--- src/rtl/sha256_pkg.sv ---
// Shared types and constants for the SHA-256 message digest block.
// Holds the sequencer state type, round constants, initial hash values
// and the SHA-256 mixing functions. No dependencies.
package sha256_pkg;

    // Sequencer states, one-hot
    typedef enum logic [5:0] {
        ST_IDLE  = 6'b000001,
        ST_PAD   = 6'b000010,
        ST_LOAD  = 6'b000100,
        ST_ROUND = 6'b001000,
        ST_FOLD  = 6'b010000,
        ST_OUT   = 6'b100000
    } state_t;

    // Padding marker byte that follows the message
    localparam logic [7:0] PAD_BYTE = 8'h80;

    // Standard initial hash values
    localparam logic [31:0] INIT_HASH [8] = '{
        32'h6a09e667, 32'hbb67ae85, 32'h3c6ef372, 32'ha54ff53a,
        32'h510e527f, 32'h9b05688c, 32'h1f83d9ab, 32'h5be0cd19
    };

    // Round constants
    localparam logic [31:0] ROUND_K [64] = '{
        32'h428a2f98, 32'h71374491, 32'hb5c0fbcf, 32'he9b5dba5,
        32'h3956c25b, 32'h59f111f1, 32'h923f82a4, 32'hab1c5ed5,
        32'hd807aa98, 32'h12835b01, 32'h243185be, 32'h550c7dc3,
        32'h72be5d74, 32'h80deb1fe, 32'h9bdc06a7, 32'hc19bf174,
        32'he49b69c1, 32'hefbe4786, 32'h0fc19dc6, 32'h240ca1cc,
        32'h2de92c6f, 32'h4a7484aa, 32'h5cb0a9dc, 32'h76f988da,
        32'h983e5152, 32'ha831c66d, 32'hb00327c8, 32'hbf597fc7,
        32'hc6e00bf3, 32'hd5a79147, 32'h06ca6351, 32'h14292967,
        32'h27b70a85, 32'h2e1b2138, 32'h4d2c6dfc, 32'h53380d13,
        32'h650a7354, 32'h766a0abb, 32'h81c2c92e, 32'h92722c85,
        32'ha2bfe8a1, 32'ha81a664b, 32'hc24b8b70, 32'hc76c51a3,
        32'hd192e819, 32'hd6990624, 32'hf40e3585, 32'h106aa070,
        32'h19a4c116, 32'h1e376c08, 32'h2748774c, 32'h34b0bcb5,
        32'h391c0cb3, 32'h4ed8aa4a, 32'h5b9cca4f, 32'h682e6ff3,
        32'h748f82ee, 32'h78a5636f, 32'h84c87814, 32'h8cc70208,
        32'h90befffa, 32'ha4506ceb, 32'hbef9a3f7, 32'hc67178f2
    };

    function automatic logic [31:0] big_sigma0(input logic [31:0] x);
        big_sigma0 = {x[1:0], x[31:2]} ^ {x[12:0], x[31:13]} ^ {x[21:0], x[31:22]};
    endfunction

    function automatic logic [31:0] big_sigma1(input logic [31:0] x);
        big_sigma1 = {x[5:0], x[31:6]} ^ {x[10:0], x[31:11]} ^ {x[24:0], x[31:25]};
    endfunction

    function automatic logic [31:0] small_sigma0(input logic [31:0] x);
        small_sigma0 = {x[6:0], x[31:7]} ^ {x[17:0], x[31:18]} ^ {3'b000, x[31:3]};
    endfunction

    function automatic logic [31:0] small_sigma1(input logic [31:0] x);
        small_sigma1 = {x[16:0], x[31:17]} ^ {x[18:0], x[31:19]} ^ {10'b0, x[31:10]};
    endfunction

endpackage

--- src/rtl/sha256_ram.sv ---
// Generic simple dual-port RAM: one write port, one read port with a
// registered read that updates only when the read enable is high.
// No dependencies.
module sha256_ram #(
    parameter int WIDTH = 32,
    parameter int DEPTH = 16
) (
    input  logic                     clk,
    input  logic                     we,
    input  logic [$clog2(DEPTH)-1:0] waddr,
    input  logic [WIDTH-1:0]         wdata,
    input  logic                     re,
    input  logic [$clog2(DEPTH)-1:0] raddr,
    output logic [WIDTH-1:0]         rdata
);

    logic [WIDTH-1:0] mem_reg [DEPTH];
    logic [WIDTH-1:0] rdata_reg;

    // Write port
    always_ff @(posedge clk)
    begin
        if (we)
        begin
            mem_reg[waddr] <= wdata;
        end
    end

    // Registered read port, holds when not enabled
    always_ff @(posedge clk)
    begin
        if (re)
        begin
            rdata_reg <= mem_reg[raddr];
        end
    end

    assign rdata = rdata_reg;

endmodule

--- src/rtl/sha256_message_digest.sv ---
// SHA-256 message digest, top level: byte intake, padding, compression
// sequencer and digest output. Depends on sha256_pkg and sha256_ram.
//
//  channel   | dir | tdata               | tuser          | tlast
//  ----------+-----+---------------------+----------------+----------------
//  s_axis    | in  | data_byte [7:0]     | has_byte       | end_of_message
//  m_axis    | out | digest_word [63:0]  | word_index[1:0]| last_word
//
// Bytes are taken while the sequencer is idle. A full block then runs
// the compression: chain load, 64 rounds and chain fold back into the
// chain RAM, paced by the one-round-per-cycle datapath and the single
// chain RAM read port. The end word adds the padding word writes, one or
// two compressions and the digest word reads. Reset needs no clearing
// pass: chain entries carry valid bits.
// A stalled output holds the digest sequencer; intake waits until done.
module sha256_message_digest (
    input  logic        clk,
    input  logic        rst_n,
    input  logic        s_axis_tvalid,
    output logic        s_axis_tready,
    input  logic [7:0]  s_axis_tdata,   // [7:0] data_byte
    input  logic        s_axis_tuser,   // [0] has_byte
    input  logic        s_axis_tlast,   // end_of_message
    output logic        m_axis_tvalid,
    input  logic        m_axis_tready,
    output logic [63:0] m_axis_tdata,   // [63:0] digest_word
    output logic [1:0]  m_axis_tuser,   // [1:0] word_index
    output logic        m_axis_tlast    // last_word
);

    sha256_pkg::state_t state_reg, state_next;

    logic [6:0]  cnt_reg, cnt_next;
    logic [60:0] byte_cnt_reg, byte_cnt_next;
    logic [31:0] word_reg, word_next;
    logic [3:0]  pad_idx_reg, pad_idx_next;
    logic        first_pad_reg, first_pad_next;
    logic        extra_reg, extra_next;
    logic        fin_reg, fin_next;
    logic        end_pend_reg, end_pend_next;
    logic [7:0]  cv_valid_reg, cv_valid_next;
    logic [2:0]  cv_raddr_q_reg, cv_raddr_q_next;
    logic [1:0]  out_k_reg, out_k_next;
    logic [1:0]  out_step_reg, out_step_next;
    logic [31:0] hi_reg, hi_next;
    logic [31:0] wv_reg [8];
    logic [31:0] wv_next [8];
    logic [31:0] sr_reg [16];
    logic [31:0] sr_next [16];
    logic [31:0] w_pre_reg, w_pre_next;

    logic        m_tvalid_reg, m_tvalid_next;
    logic [63:0] m_tdata_reg, m_tdata_next;
    logic [1:0]  m_tuser_reg, m_tuser_next;
    logic        m_tlast_reg, m_tlast_next;

    // RAM ports
    logic        blk_we, blk_re;
    logic [3:0]  blk_waddr, blk_raddr;
    logic [31:0] blk_wdata, blk_rdata;
    logic        cv_we, cv_re;
    logic [2:0]  cv_waddr, cv_raddr;
    logic [31:0] cv_wdata, cv_rdata;

    // Datapath helpers
    logic        accept;
    logic        out_free;
    logic [5:0]  pos;
    logic [5:0]  pad_src;
    logic [4:0]  shamt;
    logic [60:0] cnt_inc;
    logic [31:0] byte_word;
    logic [31:0] pad_word;
    logic [63:0] bit_len;
    logic [31:0] chain_rd;
    logic [31:0] w_t;
    logic [31:0] t1;
    logic [31:0] t2;

    // Message block buffer
    sha256_ram #(
        .WIDTH (32),
        .DEPTH (16)
    ) u_blk_ram (
        .clk   (clk),
        .we    (blk_we),
        .waddr (blk_waddr),
        .wdata (blk_wdata),
        .re    (blk_re),
        .raddr (blk_raddr),
        .rdata (blk_rdata)
    );

    // Chaining value store
    sha256_ram #(
        .WIDTH (32),
        .DEPTH (8)
    ) u_cv_ram (
        .clk   (clk),
        .we    (cv_we),
        .waddr (cv_waddr),
        .wdata (cv_wdata),
        .re    (cv_re),
        .raddr (cv_raddr),
        .rdata (cv_rdata)
    );

    assign accept        = s_axis_tvalid & s_axis_tready;
    assign s_axis_tready = (state_reg == sha256_pkg::ST_IDLE);
    assign out_free      = ~m_tvalid_reg | m_axis_tready;

    // Byte placement within the current big-endian word
    assign pos       = byte_cnt_reg[5:0];
    assign shamt     = {~pos[1:0], 3'b000};
    assign cnt_inc   = byte_cnt_reg + 61'd1;
    assign pad_src   = s_axis_tuser ? cnt_inc[5:0] : pos;
    assign byte_word = ((pos[1:0] == 2'd0) ? 32'd0 : word_reg)
                       | ({24'd0, s_axis_tdata} << shamt);
    assign pad_word  = ((pos[1:0] == 2'd0) ? 32'd0 : word_reg)
                       | ({24'd0, sha256_pkg::PAD_BYTE} << shamt);
    assign bit_len   = {byte_cnt_reg, 3'b000};

    // Unwritten chain entries read as the initial hash
    assign chain_rd = cv_valid_reg[cv_raddr_q_reg] ? cv_rdata
                      : sha256_pkg::INIT_HASH[cv_raddr_q_reg];

    // Round datapath
    assign w_t = (cnt_reg[6:4] == 3'd0) ? blk_rdata : w_pre_reg;
    assign t1  = wv_reg[7] + sha256_pkg::big_sigma1(wv_reg[4])
                 + ((wv_reg[4] & wv_reg[5]) ^ (~wv_reg[4] & wv_reg[6]))
                 + sha256_pkg::ROUND_K[cnt_reg[5:0]] + w_t;
    assign t2  = sha256_pkg::big_sigma0(wv_reg[0])
                 + ((wv_reg[0] & wv_reg[1]) ^ (wv_reg[0] & wv_reg[2])
                    ^ (wv_reg[1] & wv_reg[2]));

    // Sequencer and next-state logic
    always_comb
    begin
        state_next      = state_reg;
        cnt_next        = cnt_reg;
        byte_cnt_next   = byte_cnt_reg;
        word_next       = word_reg;
        pad_idx_next    = pad_idx_reg;
        first_pad_next  = first_pad_reg;
        extra_next      = extra_reg;
        fin_next        = fin_reg;
        end_pend_next   = end_pend_reg;
        cv_valid_next   = cv_valid_reg;
        cv_raddr_q_next = cv_raddr_q_reg;
        out_k_next      = out_k_reg;
        out_step_next   = out_step_reg;
        hi_next         = hi_reg;
        wv_next         = wv_reg;
        sr_next         = sr_reg;
        w_pre_next      = w_pre_reg;
        m_tvalid_next   = m_tvalid_reg & ~m_axis_tready;
        m_tdata_next    = m_tdata_reg;
        m_tuser_next    = m_tuser_reg;
        m_tlast_next    = m_tlast_reg;

        blk_we    = 1'b0;
        blk_waddr = pos[5:2];
        blk_wdata = byte_word;
        blk_re    = 1'b0;
        blk_raddr = 4'd0;
        cv_we     = 1'b0;
        cv_waddr  = cv_raddr_q_reg;
        cv_wdata  = chain_rd + wv_reg[0];
        cv_re     = 1'b0;
        cv_raddr  = cnt_reg[2:0];

        case (state_reg)
            sha256_pkg::ST_IDLE:
            begin
                if (accept)
                begin
                    if (s_axis_tuser)
                    begin
                        // Pack byte, write word when it completes
                        word_next     = byte_word;
                        byte_cnt_next = cnt_inc;
                        blk_we        = (pos[1:0] == 2'd3);
                    end
                    if (s_axis_tuser && pos == 6'd63)
                    begin
                        end_pend_next = s_axis_tlast;
                        cnt_next      = 7'd0;
                        state_next    = sha256_pkg::ST_LOAD;
                    end
                    else if (s_axis_tlast)
                    begin
                        pad_idx_next   = pad_src[5:2];
                        first_pad_next = 1'b1;
                        extra_next     = &pad_src[5:3];
                        state_next     = sha256_pkg::ST_PAD;
                    end
                end
            end

            sha256_pkg::ST_PAD:
            begin
                // Write marker word if pending, zeros, then the bit length in the last block
                blk_we    = 1'b1;
                blk_waddr = pad_idx_reg;
                if (first_pad_reg)
                begin
                    blk_wdata = pad_word;
                end
                else if (!extra_reg && pad_idx_reg == 4'd14)
                begin
                    blk_wdata = bit_len[63:32];
                end
                else if (!extra_reg && pad_idx_reg == 4'd15)
                begin
                    blk_wdata = bit_len[31:0];
                end
                else
                begin
                    blk_wdata = 32'd0;
                end
                first_pad_next = 1'b0;
                pad_idx_next   = pad_idx_reg + 4'd1;
                if (pad_idx_reg == 4'd15)
                begin
                    fin_next   = ~extra_reg;
                    cnt_next   = 7'd0;
                    state_next = sha256_pkg::ST_LOAD;
                end
            end

            sha256_pkg::ST_LOAD:
            begin
                // Stream chain words into the working variables
                if (!cnt_reg[3])
                begin
                    cv_re           = 1'b1;
                    cv_raddr_q_next = cnt_reg[2:0];
                end
                if (cnt_reg[3:0] != 4'd0)
                begin
                    for (int i = 0; i < 7; i++)
                    begin
                        wv_next[i] = wv_reg[i + 1];
                    end
                    wv_next[7] = chain_rd;
                end
                if (cnt_reg[3])
                begin
                    // Fetch the first schedule word for round zero
                    blk_re     = 1'b1;
                    blk_raddr  = 4'd0;
                    cnt_next   = 7'd0;
                    state_next = sha256_pkg::ST_ROUND;
                end
                else
                begin
                    cnt_next = cnt_reg + 7'd1;
                end
            end

            sha256_pkg::ST_ROUND:
            begin
                // Prefetch the next block word for the first sixteen rounds
                if (cnt_reg[5:0] < 6'd15)
                begin
                    blk_re    = 1'b1;
                    blk_raddr = cnt_reg[3:0] + 4'd1;
                end
                // Advance the schedule window and precompute the next word
                for (int i = 0; i < 15; i++)
                begin
                    sr_next[i] = sr_reg[i + 1];
                end
                sr_next[15] = w_t;
                w_pre_next  = sha256_pkg::small_sigma1(sr_reg[15]) + sr_reg[10]
                              + sha256_pkg::small_sigma0(sr_reg[2]) + sr_reg[1];
                // One compression round
                wv_next[7] = wv_reg[6];
                wv_next[6] = wv_reg[5];
                wv_next[5] = wv_reg[4];
                wv_next[4] = wv_reg[3] + t1;
                wv_next[3] = wv_reg[2];
                wv_next[2] = wv_reg[1];
                wv_next[1] = wv_reg[0];
                wv_next[0] = t1 + t2;
                if (cnt_reg == 7'd63)
                begin
                    cnt_next   = 7'd0;
                    state_next = sha256_pkg::ST_FOLD;
                end
                else
                begin
                    cnt_next = cnt_reg + 7'd1;
                end
            end

            sha256_pkg::ST_FOLD:
            begin
                // Read chain word, add working variable, write back next cycle
                if (!cnt_reg[3])
                begin
                    cv_re           = 1'b1;
                    cv_raddr_q_next = cnt_reg[2:0];
                end
                if (cnt_reg[3:0] != 4'd0)
                begin
                    cv_we                         = 1'b1;
                    cv_valid_next[cv_raddr_q_reg] = 1'b1;
                    for (int i = 0; i < 7; i++)
                    begin
                        wv_next[i] = wv_reg[i + 1];
                    end
                    wv_next[7] = wv_reg[0];
                end
                if (cnt_reg[3])
                begin
                    cnt_next = 7'd0;
                    if (fin_reg)
                    begin
                        fin_next      = 1'b0;
                        out_k_next    = 2'd0;
                        out_step_next = 2'd0;
                        state_next    = sha256_pkg::ST_OUT;
                    end
                    else if (extra_reg)
                    begin
                        // Second padding block: zeros and the length
                        extra_next     = 1'b0;
                        first_pad_next = 1'b0;
                        pad_idx_next   = 4'd0;
                        state_next     = sha256_pkg::ST_PAD;
                    end
                    else if (end_pend_reg)
                    begin
                        // Message ended on a block boundary
                        end_pend_next  = 1'b0;
                        first_pad_next = 1'b1;
                        extra_next     = 1'b0;
                        pad_idx_next   = pos[5:2];
                        state_next     = sha256_pkg::ST_PAD;
                    end
                    else
                    begin
                        state_next = sha256_pkg::ST_IDLE;
                    end
                end
                else
                begin
                    cnt_next = cnt_reg + 7'd1;
                end
            end

            sha256_pkg::ST_OUT:
            begin
                case (out_step_reg)
                    2'd0:
                    begin
                        cv_re           = 1'b1;
                        cv_raddr        = {out_k_reg, 1'b0};
                        cv_raddr_q_next = {out_k_reg, 1'b0};
                        out_step_next   = 2'd1;
                    end
                    2'd1:
                    begin
                        hi_next         = chain_rd;
                        cv_re           = 1'b1;
                        cv_raddr        = {out_k_reg, 1'b1};
                        cv_raddr_q_next = {out_k_reg, 1'b1};
                        out_step_next   = 2'd2;
                    end
                    default:
                    begin
                        // Hold the read data until the output register frees
                        if (out_free)
                        begin
                            m_tvalid_next = 1'b1;
                            m_tdata_next  = {hi_reg, chain_rd};
                            m_tuser_next  = out_k_reg;
                            m_tlast_next  = (out_k_reg == 2'd3);
                            out_step_next = 2'd0;
                            out_k_next    = out_k_reg + 2'd1;
                            if (out_k_reg == 2'd3)
                            begin
                                // Return to the initial chain for the next message
                                cv_valid_next = 8'd0;
                                byte_cnt_next = 61'd0;
                                state_next    = sha256_pkg::ST_IDLE;
                            end
                        end
                    end
                endcase
            end

            default:
            begin
                state_next = sha256_pkg::ST_IDLE;
            end
        endcase
    end

    // Control registers
    always_ff @(posedge clk or negedge rst_n)
    begin
        if (!rst_n)
        begin
            state_reg     <= sha256_pkg::ST_IDLE;
            cnt_reg       <= 7'd0;
            byte_cnt_reg  <= 61'd0;
            pad_idx_reg   <= 4'd0;
            first_pad_reg <= 1'b0;
            extra_reg     <= 1'b0;
            fin_reg       <= 1'b0;
            end_pend_reg  <= 1'b0;
            cv_valid_reg  <= 8'd0;
            out_k_reg     <= 2'd0;
            out_step_reg  <= 2'd0;
            m_tvalid_reg  <= 1'b0;
        end
        else
        begin
            state_reg     <= state_next;
            cnt_reg       <= cnt_next;
            byte_cnt_reg  <= byte_cnt_next;
            pad_idx_reg   <= pad_idx_next;
            first_pad_reg <= first_pad_next;
            extra_reg     <= extra_next;
            fin_reg       <= fin_next;
            end_pend_reg  <= end_pend_next;
            cv_valid_reg  <= cv_valid_next;
            out_k_reg     <= out_k_next;
            out_step_reg  <= out_step_next;
            m_tvalid_reg  <= m_tvalid_next;
        end
    end

    // Payload registers
    always_ff @(posedge clk)
    begin
        word_reg       <= word_next;
        cv_raddr_q_reg <= cv_raddr_q_next;
        hi_reg         <= hi_next;
        wv_reg         <= wv_next;
        sr_reg         <= sr_next;
        w_pre_reg      <= w_pre_next;
        m_tdata_reg    <= m_tdata_next;
        m_tuser_reg    <= m_tuser_next;
        m_tlast_reg    <= m_tlast_next;
    end

    assign m_axis_tvalid = m_tvalid_reg;
    assign m_axis_tdata  = m_tdata_reg;
    assign m_axis_tuser  = m_tuser_reg;
    assign m_axis_tlast  = m_tlast_reg;

    // Fold starts only right after the last round
    a_fold_after_round: assert property (@(posedge clk) disable iff (!rst_n)
        (state_reg == sha256_pkg::ST_FOLD && cnt_reg == 7'd0)
        |-> $past(state_reg == sha256_pkg::ST_ROUND && cnt_reg == 7'd63))
        else $error("fold entered without completing 64 rounds");

    // Block buffer is written only by intake or padding
    a_blk_write_src: assert property (@(posedge clk) disable iff (!rst_n)
        blk_we |-> (state_reg == sha256_pkg::ST_IDLE || state_reg == sha256_pkg::ST_PAD))
        else $error("block buffer written during compression");

    // Chain store is written only while folding
    a_cv_write_src: assert property (@(posedge clk) disable iff (!rst_n)
        cv_we |-> (state_reg == sha256_pkg::ST_FOLD))
        else $error("chain store written outside fold");

    // Last digest word carries index three
    a_last_index: assert property (@(posedge clk) disable iff (!rst_n)
        m_axis_tvalid |-> (m_axis_tlast == (m_axis_tuser == 2'd3)))
        else $error("digest last mark and index disagree");

endmodule
--- config.mk ---
export PLATFORM = sky130hd
export DESIGN_NAME = sha256_message_digest
export DESIGN_NICKNAME = d
export VERILOG_FILES = /design/src/rtl/sha256_pkg.sv /design/src/rtl/sha256_ram.sv /design/src/rtl/sha256_message_digest.sv
export SDC_FILE = /design/constraint.sdc
export NUM_CORES = 2
export LEC_CHECK = 0
export ABC_CLOCK_PERIOD_IN_PS = 21400
export BUFFER_PORTS_ARGS = -buffer_cell sky130_fd_sc_hd__buf_2
export CAP_MARGIN = 20
export CORE_ASPECT_RATIO = 2
export CORE_MARGIN = 4
export CORE_UTILIZATION = 28
export CTS_CLUSTER_DIAMETER = 30
export CTS_CLUSTER_SIZE = 14
export DETAILED_ROUTE_END_ITERATION = 8
export SETUP_SLACK_MARGIN = 0.02
export SYNTH_ARGS = -nofsm -noshare
export SYNTH_HDL_FRONTEND = slang
export SYNTH_SLANG_ARGS = --single-unit
--- constraint.sdc ---
create_clock -name clk -period 21.4 [get_ports clk]
set_input_delay 3.21 -clock clk [delete_from_list [all_inputs] [get_ports clk]]
set_output_delay 3.21 -clock clk [all_outputs]
set_load 0.05 [all_outputs]
==> flow_summary.toml <==
[outcome]
status = "completed"

[placement]
port_buffers = 82
dp.cells = 10220
hpwl_mm = 188.8
place_congestion = 0.9680

[route]
ant_nets = 0
totalWireLength_mm = 264.3
dr.first_iter.drc_count = 4297
viasPerCell = 4.905
firstDrtPassIters = 6
drc = 0
wl_per_cell_um = 24.94
num_vias = 51990

[clocking]
cts_tree = "done"
cts_resized = 0
cts_num_sinks = 1829
post_cts_buffers = 0
ctsHoldBuffers = 0
cts.clk_slew.worst_paths_ns = 0.06
cts_buffers = 202
cts_buffer_depth = 4
clk_latency_ns = 0.88
htreeDepth = 4
cts_root_buffer = "clkbuf_16"

[yosys]
synth_cell_types = 93
synth_edf_count = 1734
syn_area_per_cell_um2 = 13.86
syn_nets = 6647
netlist_top_cells_area = "edfxtp_1 (60%), mux4_2 (5.3%), fa_1 (4.3%), nand2_1 (3.3%), ha_1 (2.8%)"
synth_top_area_cell = "edfxtp_1"
syn_inst = 6253
ys.warnings.count = 0
ys_seq_elements = 1829
ys.flop_type = "edfxtp_1"
synth-async-reset-ratio = 0.05194
syn_area_um2 = 86660
synth_top_area_share = 0.6009
seq_area_frac_synth = 0.6283

[worst_setup_path]
crit_fanout = 23
end_kind = "flop"
startpoint = "cnt_reg[0]"
crit_path_top_delay_cell = "o21ai_0"
required_ns = 21.97
ff2ff_setup_slack_ns = 11.69
r2r-end = "wv_reg[255]"
worst-path-stages = 33
crit_family = "compound AO/OA/AOI/OAI gates"
cp.arrival_ns = 10.29
critPathMaxStageDelay_ns = 1.00
r2r-start = "cnt_reg[0]"
cp_num_buf_inv = 4
r2r_cells = 33
path_class = "reg2reg"
start_kind = "flop"

[global_routing]
grt_pass1_wl_mm = 377.4
antenna_found_initial = 13
grt_use_total = 0.1610
grt_overflow = 0
grt_pass1_vias = 54040
grt_max_degree = 208

[final_layout]
area_delta_synth_final_pct = 14.15
n_fill_cell = 30250
nNetsFinal = 6767
drive_gt1_frac = 0.1466
final_cells = 10600
largest_reg_flops = 512

[hold_path]
hold_class = "reg2reg"
min_delay_worst_endpoint = "sr_reg[128]"
min-delay-start = "sr_reg[96]"
holdPathStages = 0

[pwr]
ir_drop_mv = 0.2313
total_leakage_power_nw = 35.24
power_density_nw_per_um2 = 153.5
power.total_mw = 15.18

[die]
pin_count = 83
die_w_um = 401.4
fp-row-count = 288
initial_core_util = 0.2816
fp.dieH_um = 794.8
die_area_um2 = 319000
core_area_um2 = 307700

[timing]
slew_headroom = 0.07579
min_period_ns = 9.713
maxSlewViolCount = 0
finalSetupViolCount = 0
min_period_over_period = 0.4539
finalSetupTns_ns = 0
hold_viol_final = 0
tightest_slew_ns = 1.376
fmax_mhz = 103.0
rsz0062_at_grt = "false"
finClkSkew_ns = 0.1090

[flow_run]
drv_cap = 0
power breakdown:
part | internal [mW] | switching, mW | total [mW]
combinational | 2.87 | 4.52 | 7.39
sequential | 4.29 | 0.0909 | 4.38
clock | 1.91 | 1.50 | 3.42
how the worst max path moves through the flow:
| stage | slack, ns | to |
|---|---|---|
| floorplan | 5.04 | sr_reg[0] |
| global placement | 11.64 | wv_reg[255] |
| detailed placement | 11.70 | wv_reg[255] |
| CTS | 11.69 | wv_reg[255] |
| global route | 11.20 | wv_reg[255] |
| finish | 11.69 | wv_reg[255] |
synthesized netlist by cell type, types with 7 or more instances:
master	instances
a221o_1	13
nor2b_1	66
o31ai_1	19
o21a_1	27
nand2_1	757
o22ai_1	18
and2_1	14
ha_1	192
a31o_2	14
nand3_1	93
inv_1	430
a21oi_1	235
xnor2_1	264
o311ai_0	11
dfrtp_1	94
a211oi_1	26
and4_1	7
nand2b_1	29
xor2_1	170
a221oi_1	11
mux4_2	203
o21ai_0	329
a22o_1	13
or3_1	22
nor2_1	289
nor3_1	49
buf_1	26
buf_2	18
o211ai_1	18
nor3b_1	11
nand3b_1	10
and3_1	37
edfxtp_1	1734
a31oi_1	31
a21o_1	125
o21ai_1	24
nand4_1	17
fa_1	188
a22oi_1	42
mux2_2	132
clkbuf_1	260
o21bai_1	17
mux2i_1	54
cell type report:
cell class / count / area, µm² / share of cell area
sequential: 1829 / 54460 / 0.5506
multi-input combinational: 3682 / 29710 / 0.3004
clock buffer: 227 / 5170 / 0.05226
tap: 4060 / 5080 / 0.05135
inverter: 436 / 1644 / 0.01662
timing repair buffer: 222 / 1530 / 0.01547
clock inverter: 113 / 1246 / 0.01260
antenna: 30 / 75.07 / 0.0007589
placed cells by master, fill, tap and decap left out, types with 125 or more instances in the layout:
cell type,n
nor2_1,265
edfxtp_1,1734
o21ai_0,323
buf_4,130
xnor2_1,264
fa_1,188
mux2_2,132
a21oi_1,235
inv_1,428
xor2_1,170
mux4_2,203
clkbuf_16,203
ha_1,191
a21o_1,125
nand2_1,755
layer usage:
metal	vias up	wire [µm]	track usage
met5	-	23	0
met4	4	26190	0.1326
met3	680	9687	0.01714
met2	1710	143500	0.3061
met1	26550	84950	0.1548
li1	23040	-	-
worst register-to-register path, delay by kind of cell, from the launching register on:
family | cells | cell delay, ns
xor gates and xnor gates | 3 | 0.45
and+or+nand+nor | 4 | 0.54
adders and majority gates | 5 | 2.08
DFF | 1 | 0.67
AOI/OAI and AO/OA | 17 | 5.08
buffers and inverters | 4 | 0.61
logic make-up after synthesis:
logic type,after synthesis,synth area share
buffers and inverters,742,0.03249
AOI/OAI and AO/OA,1046,0.07544
DFF,1829,0.6283
and+or+nand+nor,1431,0.07238
muxes,389,0.07615
adders and majority gates,382,0.07138
xor gates and xnor gates,434,0.04386
through the flow:
stage | util | hold slack (ns) | area, µm² | worst slack, ns
floorplan | - | 0.4003 | 86660 | 5.035
global placement | 0.2999 | 0.4006 | 92290 | 11.64
detailed placement | 0.3000 | 0.4045 | 92310 | 11.70
CTS | 0.3208 | 0.3361 | 98730 | 11.69
global route | 0.3214 | 0.3595 | 98920 | 11.20
finish | 0.3214 | 0.3550 | 98920 | 11.69
Note: power is estimated with default switching activity, not from simulation.
